**src/sv/sktbl_pkg.sv**
```systemverilog
// Shared types and codes for the sorted key table.
// No dependencies; imported by sorted_key_table_insert_lookup.
package sktbl_pkg;

    localparam int KEY_W    = 16;
    localparam int NODE_W   = 8;
    localparam int WEIGHT_W = 32;
    localparam int RECORD_W = 1 + 2 * NODE_W + WEIGHT_W;   // 49
    localparam int ENTRY_W  = KEY_W + RECORD_W;            // 65
    localparam int STATUS_W = 2;
    localparam int OUT_POS_W = 7;

    // request opcodes
    localparam logic OP_INSERT = 1'b0;
    localparam logic OP_LOOKUP = 1'b1;

    // result status codes
    typedef enum logic [STATUS_W-1:0] {
        STATUS_DONE      = 2'd0,
        STATUS_DUPLICATE = 2'd1,
        STATUS_FULL      = 2'd2
    } status_t;

    // record layout: enabled, source, target, weight (weight in the low bits)
    typedef struct packed {
        logic                enabled;
        logic [NODE_W-1:0]   source;
        logic [NODE_W-1:0]   target;
        logic [WEIGHT_W-1:0] weight;
    } record_t;

    typedef struct packed {
        logic [KEY_W-1:0] key;
        record_t          rec;
    } entry_t;

endpackage

```
**src/sv/sorted_key_table_insert_lookup.sv**
```systemverilog
// Sorted link table with insert and lookup, one shared compare unit.
// Depends on sktbl_pkg (types, opcodes, status codes).
//
// Usage:
//   Requests enter on in_valid/in_ready with operation, link_key and the
//   link record. operation = insert stores the record in ascending id order;
//   operation = lookup only reports. Each request yields one result on
//   out_valid/out_ready: status, present, slot_position, entry_count.
//   Entries live in one single-port-write, registered-read memory of
//   CAPACITY words. A binary search probes it with one comparator; each
//   probe issues the address in ST_PROBE, then compares the registered
//   read data in ST_CMP. An insert then moves every entry from the slot
//   upward up by one word, with a read step and a write step per moved
//   entry, and writes the new word in ST_PLACE. in_ready returns with the
//   result, so a new request is accepted only once the previous one has
//   finished. The result sits in an output register, so a new request
//   is accepted while the previous result still waits; a request that
//   finishes before that result is taken holds in its final step until
//   the register frees. Reset empties the table (count to zero); memory
//   contents are left as is and are never read above the count, so no
//   clearing pass is needed.
module sorted_key_table_insert_lookup #(
    parameter int CAPACITY = 64
) (
    input  logic                         clk,
    input  logic                         rst_n,
    input  logic                         in_valid,
    output logic                         in_ready,
    input  logic                         operation,
    input  logic [sktbl_pkg::KEY_W-1:0]    link_key,
    input  logic [sktbl_pkg::NODE_W-1:0]   source_node,
    input  logic [sktbl_pkg::NODE_W-1:0]   target_node,
    input  logic [sktbl_pkg::WEIGHT_W-1:0] link_weight,
    input  logic                         link_enabled,
    output logic                         out_valid,
    input  logic                         out_ready,
    output logic [sktbl_pkg::STATUS_W-1:0] status,
    output logic                         present,
    output logic [sktbl_pkg::OUT_POS_W-1:0] slot_position,
    output logic [sktbl_pkg::OUT_POS_W-1:0] entry_count
);
    import sktbl_pkg::*;

    localparam int AW = $clog2(CAPACITY);
    localparam int CW = $clog2(CAPACITY + 1);
    localparam logic [CW-1:0] CAP_C = CW'(CAPACITY);
    localparam logic [CW-1:0] ONE_C = CW'(1);

    typedef enum logic [2:0] {
        ST_IDLE,
        ST_PROBE,
        ST_CMP,
        ST_SHIFT_RD,
        ST_SHIFT_WR,
        ST_PLACE,
        ST_DONE
    } state_t;

    // table memory
    entry_t mem [CAPACITY];
    entry_t rd_data_reg;
    logic   rd_en;
    logic [AW-1:0] rd_addr;
    logic   wr_en;
    logic [AW-1:0] wr_addr;
    entry_t wr_data;

    // sequencer registers
    state_t        state_reg, state_next;
    logic [CW-1:0] count_reg, count_next;
    logic [CW-1:0] lo_reg, lo_next;
    logic [CW-1:0] hi_reg, hi_next;
    logic [CW-1:0] idx_reg, idx_next;
    logic          eq_reg, eq_next;
    logic          op_reg, op_next;
    entry_t        req_reg, req_next;
    status_t       stat_reg, stat_next;

    // output register
    logic          out_valid_reg, out_valid_next;
    status_t       out_status_reg, out_status_next;
    logic          out_present_reg, out_present_next;
    logic [CW-1:0] out_pos_reg, out_pos_next;
    logic [CW-1:0] out_count_reg, out_count_next;

    logic [CW-1:0] mid;
    logic [CW-1:0] idx_dec;
    logic [CW+OUT_POS_W-1:0] pos_ext;
    logic [CW+OUT_POS_W-1:0] cnt_ext;

    assign mid     = lo_reg + ((hi_reg - lo_reg) >> 1);
    assign idx_dec = idx_reg - ONE_C;

    always_ff @(posedge clk)
    begin
        if (wr_en)
        begin
            mem[wr_addr] <= wr_data;
        end
        if (rd_en)
        begin
            rd_data_reg <= mem[rd_addr];
        end
    end

    always_comb
    begin
        state_next       = state_reg;
        count_next       = count_reg;
        lo_next          = lo_reg;
        hi_next          = hi_reg;
        idx_next         = idx_reg;
        eq_next          = eq_reg;
        op_next          = op_reg;
        req_next         = req_reg;
        stat_next        = stat_reg;
        out_valid_next   = out_valid_reg & ~out_ready;
        out_status_next  = out_status_reg;
        out_present_next = out_present_reg;
        out_pos_next     = out_pos_reg;
        out_count_next   = out_count_reg;
        rd_en            = 1'b0;
        rd_addr          = mid[AW-1:0];
        wr_en            = 1'b0;
        wr_addr          = idx_reg[AW-1:0];
        wr_data          = rd_data_reg;

        unique case (state_reg)
            ST_IDLE:
            begin
                if (in_valid)
                begin
                    op_next              = operation;
                    req_next.key         = link_key;
                    req_next.rec.enabled = link_enabled;
                    req_next.rec.source  = source_node;
                    req_next.rec.target  = target_node;
                    req_next.rec.weight  = link_weight;
                    lo_next              = '0;
                    hi_next              = count_reg;
                    eq_next              = 1'b0;
                    state_next           = ST_PROBE;
                end
            end
            ST_PROBE:
            begin
                if (lo_reg < hi_reg)
                begin
                    rd_en      = 1'b1;
                    idx_next   = mid;
                    state_next = ST_CMP;
                end
                else
                begin
                    // search finished: lo is the lower-bound slot
                    idx_next = count_reg;
                    if (op_reg == OP_LOOKUP)
                    begin
                        stat_next  = STATUS_DONE;
                        state_next = ST_DONE;
                    end
                    else if (eq_reg)
                    begin
                        stat_next  = STATUS_DUPLICATE;
                        state_next = ST_DONE;
                    end
                    else if (count_reg == CAP_C)
                    begin
                        stat_next  = STATUS_FULL;
                        state_next = ST_DONE;
                    end
                    else
                    begin
                        stat_next  = STATUS_DONE;
                        state_next = (count_reg > lo_reg) ? ST_SHIFT_RD : ST_PLACE;
                    end
                end
            end
            ST_CMP:
            begin
                if (rd_data_reg.key < req_reg.key)
                begin
                    lo_next = idx_reg + ONE_C;
                end
                else
                begin
                    hi_next = idx_reg;
                    eq_next = (rd_data_reg.key == req_reg.key);
                end
                state_next = ST_PROBE;
            end
            ST_SHIFT_RD:
            begin
                rd_en      = 1'b1;
                rd_addr    = idx_dec[AW-1:0];
                state_next = ST_SHIFT_WR;
            end
            ST_SHIFT_WR:
            begin
                wr_en      = 1'b1;
                wr_addr    = idx_reg[AW-1:0];
                wr_data    = rd_data_reg;
                idx_next   = idx_dec;
                state_next = (idx_dec > lo_reg) ? ST_SHIFT_RD : ST_PLACE;
            end
            ST_PLACE:
            begin
                wr_en      = 1'b1;
                wr_addr    = lo_reg[AW-1:0];
                wr_data    = req_reg;
                count_next = count_reg + ONE_C;
                state_next = ST_DONE;
            end
            ST_DONE:
            begin
                if (!out_valid_reg || out_ready)
                begin
                    out_valid_next   = 1'b1;
                    out_status_next  = stat_reg;
                    out_present_next = eq_reg;
                    out_pos_next     = lo_reg;
                    out_count_next   = count_reg;
                    state_next       = ST_IDLE;
                end
            end
            default:
            begin
                state_next = ST_IDLE;
            end
        endcase
    end

    // sequencer state, datapath and output registers
    always_ff @(posedge clk or negedge rst_n)
    begin
        if (!rst_n)
        begin
            state_reg       <= ST_IDLE;
            count_reg       <= '0;
            lo_reg          <= '0;
            hi_reg          <= '0;
            idx_reg         <= '0;
            eq_reg          <= 1'b0;
            op_reg          <= OP_INSERT;
            req_reg         <= '0;
            stat_reg        <= STATUS_DONE;
            out_valid_reg   <= 1'b0;
            out_status_reg  <= STATUS_DONE;
            out_present_reg <= 1'b0;
            out_pos_reg     <= '0;
            out_count_reg   <= '0;
        end
        else
        begin
            state_reg       <= state_next;
            count_reg       <= count_next;
            lo_reg          <= lo_next;
            hi_reg          <= hi_next;
            idx_reg         <= idx_next;
            eq_reg          <= eq_next;
            op_reg          <= op_next;
            req_reg         <= req_next;
            stat_reg        <= stat_next;
            out_valid_reg   <= out_valid_next;
            out_status_reg  <= out_status_next;
            out_present_reg <= out_present_next;
            out_pos_reg     <= out_pos_next;
            out_count_reg   <= out_count_next;
        end
    end

    // positions and counts are reported modulo 128
    assign pos_ext = {{OUT_POS_W{1'b0}}, out_pos_reg};
    assign cnt_ext = {{OUT_POS_W{1'b0}}, out_count_reg};

    assign in_ready      = (state_reg == ST_IDLE);
    assign out_valid     = out_valid_reg;
    assign status        = out_status_reg;
    assign present       = out_present_reg;
    assign slot_position = pos_ext[OUT_POS_W-1:0];
    assign entry_count   = cnt_ext[OUT_POS_W-1:0];

endmodule
```
**config.mk**
```make
export PLATFORM = sky130hd
export DESIGN_NAME = sorted_key_table_insert_lookup
export DESIGN_NICKNAME = d
export VERILOG_FILES = /design/src/sv/sktbl_pkg.sv /design/src/sv/sorted_key_table_insert_lookup.sv
export SDC_FILE = /design/constraint.sdc
export NUM_CORES = 1
export LEC_CHECK = 0
export BUFFER_PORTS_ARGS = -buffer_cell sky130_fd_sc_hd__buf_2
export CAP_MARGIN = 20
export CELL_PAD_IN_SITES_DETAIL_PLACEMENT = 2
export CELL_PAD_IN_SITES_GLOBAL_PLACEMENT = 2
export CORE_ASPECT_RATIO = 1.25
export CORE_UTILIZATION = 50
export DETAILED_ROUTE_END_ITERATION = 7
export PLACE_DENSITY_LB_ADDON = 0.1
export SLEW_MARGIN = 10
export SYNTH_ARGS = -nofsm -noshare
export SYNTH_HDL_FRONTEND = slang
export SYNTH_MEMORY_MAX_BITS = 65536
export SYNTH_SLANG_ARGS = --single-unit
```
**constraint.sdc**
```tcl
create_clock -name clk -period 8.9 [get_ports clk]
set_input_delay 1.78 -clock clk [delete_from_list [all_inputs] [get_ports clk]]
set_output_delay 1.78 -clock clk [all_outputs]
set_load 0.02 [all_outputs]
```
==> key figures <==
Setup path
  • Worst-path maximum fanout: 36
  • CP Data Arrival Time: 6.90 ns
  • Startpoint Class: register
  • Setup crit end kind: register
  • R2r worst-path depth: 16
  • Reg-to-Reg Start: lo_reg[1]$_DFFE_PN0P_
  • Crit Path Class: reg -> reg
  • Required time worst endpoint: 9.31 ns
  • Reg2reg setup slack: 2.42 ns
  • Crit path launch: lo_reg[1]$_DFFE_PN0P_
  • CP Capture Point: rd_data_reg[52]$_DFFE_PP_
  • Reg-to-Reg End: rd_data_reg[52]$_DFFE_PP_

Global route
  • GRT Total Usage: 34.3%
  • Vias in the first global route: 31000
  • GRT Residual Overflow: 0
  • Largest net degree at the start of global routing: 160
  • First-pass GRT wire length: 227000 um
  • Initial antenna violation count: 1

Outcome
  • Run status: complete, no violations

Placed design
  • Placed cells: 4159
  • Routability cong.: 0.831
  • Hpwl dp: 89100 um
  • Port bufs: 39

Cells and area
  • Largest register FFs: 1024
  • Register area: 33000 sq um
  • Nets: 3203
  • Post-Layout Cell Count: 4362
  • Area of the multi-input gates: 11700 sq um
  • Area grow syn2layout: 11.5%
  • Fill count: 7917
  • Fraction of layout cells with a size suffix above 1: 16.6%
  • Most frequent cells in the layout: 1040 x edfxtp_1, 614 x nand2_1, 314 x nand3_1, 127 x mux4_2, 108 x clkbuf_16
  • Most common cell after layout, fill and taps aside: edfxtp_1

STA
  • Period utilization: 72.8%
  • # setup viols final: 0
  • Setup tns final: 0 ns
  • Max_slew headroom: 21.8%
  • Max Slew Vio Count: 0
  • Final hold vios: 0
  • RSZ-0062 raised after global routing: no
  • WHS: 0.504 ns
  • Clock skew: 0.0349 ns
  • Highest clock rate: 154 MHz
  • Min cycle time layout: 6.48 ns
  • Worst Max-Slew Pin Slew: 1.17 ns

Flow run
  • Max Cap Viol: 0

Clock network
  • Postcts setup bufs: 0
  • Clock Tree Root: clkbuf_16
  • Post-CTS sizing: 0
  • CTS Hold Buffers Added: 0
  • Clock slew at reported path FFs: 0.07 ns
  • # H-tree levels: 3
  • Clock sink total: 1109
  • Worst-Skew Late Latency: 0.70 ns
  • Number of CTS-inserted buffers: 108
  • Clock Path Buffers: 3
  • TritonCTS clock tree: built

Drt
  • WL final: 156000 um
  • Wirelength per Cell: 35.9 um
  • Antenna viol nets, final: 0
  • Initial DRC count: 3068
  • Drt drc: 0
  • Via count: 28300
  • First-pass DRT Iterations: 6
  • Vias per Instance: 6.49

Floorplan
  • Rows: 123
  • Core Area: 90000 sq um
  • Die W: 272 um
  • Initial Util: 50.5%
  • Die ar.: 92100 sq um
  • IO Count: 89
  • Chip height: 339 um

Min path
  • Hold Crit Class: reg -> reg

Yosys
  • Number of synthesized flops with an enable pin: 1040
  • Largest area contributor in the netlist: edfxtp_1
  • Mean Syn Cell Area: 15.1 sq um
  • Syn nets: 3133
  • Main synth FF type: edfxtp_1
  • Synth Register Bits: 1109
  • Syn. warnings: 0
  • Dominant cells by area after synthesis: edfxtp_1 69%, mux4_2 6.3%, nand2_1 5.1%, dfrtp_1 3.8%, nand3_1 3.5%
  • Count of cell types in the netlist: 71
  • Synth Cell Area: 45400 sq um
  • Synth top area share: 68.7%
  • Post-synthesis sequential area ratio: 72.5%
  • FFs w/ async S/R, synth: 6.22%
  • Cells after Synth: 3014
-- critical path, stage by stage, from the launching register on --
cell and delay [ns]:
dfrtp_1 0.62, inv_1 0.28, ha_1 0.38, nor2b_1 0.13, o21ai_0 0.12, a21boi_0 0.29, nor2_1 0.12, ha_1 0.25
a211oi_1 0.43, o21ai_0 0.36, o22ai_4 0.22, buf_4 0.54, and2_2 0.92, a22oi_1 0.26, nand3_1 0.31, o22ai_1 0.29
nor4_1 0.63
-- cells by family after synthesis --
group | count (synthesis) | synth area share (%)
AND/OR/NAND/NOR | 1127 | 11.0
flip-flops | 1109 | 72.5
AO/OA/AOI/OAI | 286 | 4.14
buffers and inverters | 215 | 2.31
multiplexers | 204 | 8.16
adder cells (fa/ha/maj) | 49 | 1.38
XOR/XNOR | 24 | 0.479
-- per-layer routing --
metal	vias to the layer above	wire, um	global-route usage (%)
met5	-	0	0
met4	0	7560	15.3
met3	371	9580	4.39
met2	1403	80100	59.2
met1	15000	59100	43.4
li1	11600	-	-
-- Yosys cell counts, drive strengths merged (10+ instances only) --
library cell  number
nand3            314
a22oi             35
ha                47
a211o             16
mux4             127
nor2              91
mux2i             29
buf               98
xor2              10
nor4              17
clkbuf            76
mux2              48
nand2            615
o21ai             70
o31ai             19
a21oi             39
o22ai             23
and3              34
inv               41
edfxtp          1040
a32oi             15
nor3              12
xnor2             14
dfrtp             69
a31oi             33
-- worst min path at each step --
stage	startpoint	cells past startpoint	end	slack (ns)
after global routing	slot_position[0]$_DFFE_PN0P_	1	slot_position[0]$_DFFE_PN0P_	0.53
after detailed placement	status[1]$_DFFE_PN0P_	1	status[1]$_DFFE_PN0P_	0.49
after global placement	entry_count[3]$_DFFE_PN0P_	1	entry_count[3]$_DFFE_PN0P_	0.48
after floorplan	op_reg$_DFFE_PN0P_	1	stat_reg[1]$_DFFE_PN0P_	0.46
after CTS	status[1]$_DFFE_PN0P_	1	status[1]$_DFFE_PN0P_	0.51
final	slot_position[0]$_DFFE_PN0P_	1	slot_position[0]$_DFFE_PN0P_	0.50
-- layout make-up --
| type | count | share of cell area [%] |
|---|---|---|
| diodes | 1 | 0.00494 |
| clock buffers | 137 | 5.55 |
| clock inverters | 63 | 1.06 |
| inverters | 41 | 0.304 |
| multi-input cells | 1690 | 23.2 |
| flip-flops and latches | 1109 | 65.1 |
| well taps | 1187 | 2.93 |
| repair buffers | 134 | 1.90 |
-- metrics by stage --
stage	utilization, %	setup slack (ns)	instance area [sq um]
finish	56.3	2.42	50600
global route	56.3	2.15	50600
CTS	56.2	2.47	50600
detailed placement	52.5	2.65	47300
global placement	52.5	2.89	47300
floorplan	-	3.98	45400
Power is left out: the tool's default activity adds up to more than one toggle a clock period on the data nets, which glitch-free logic cannot reach.
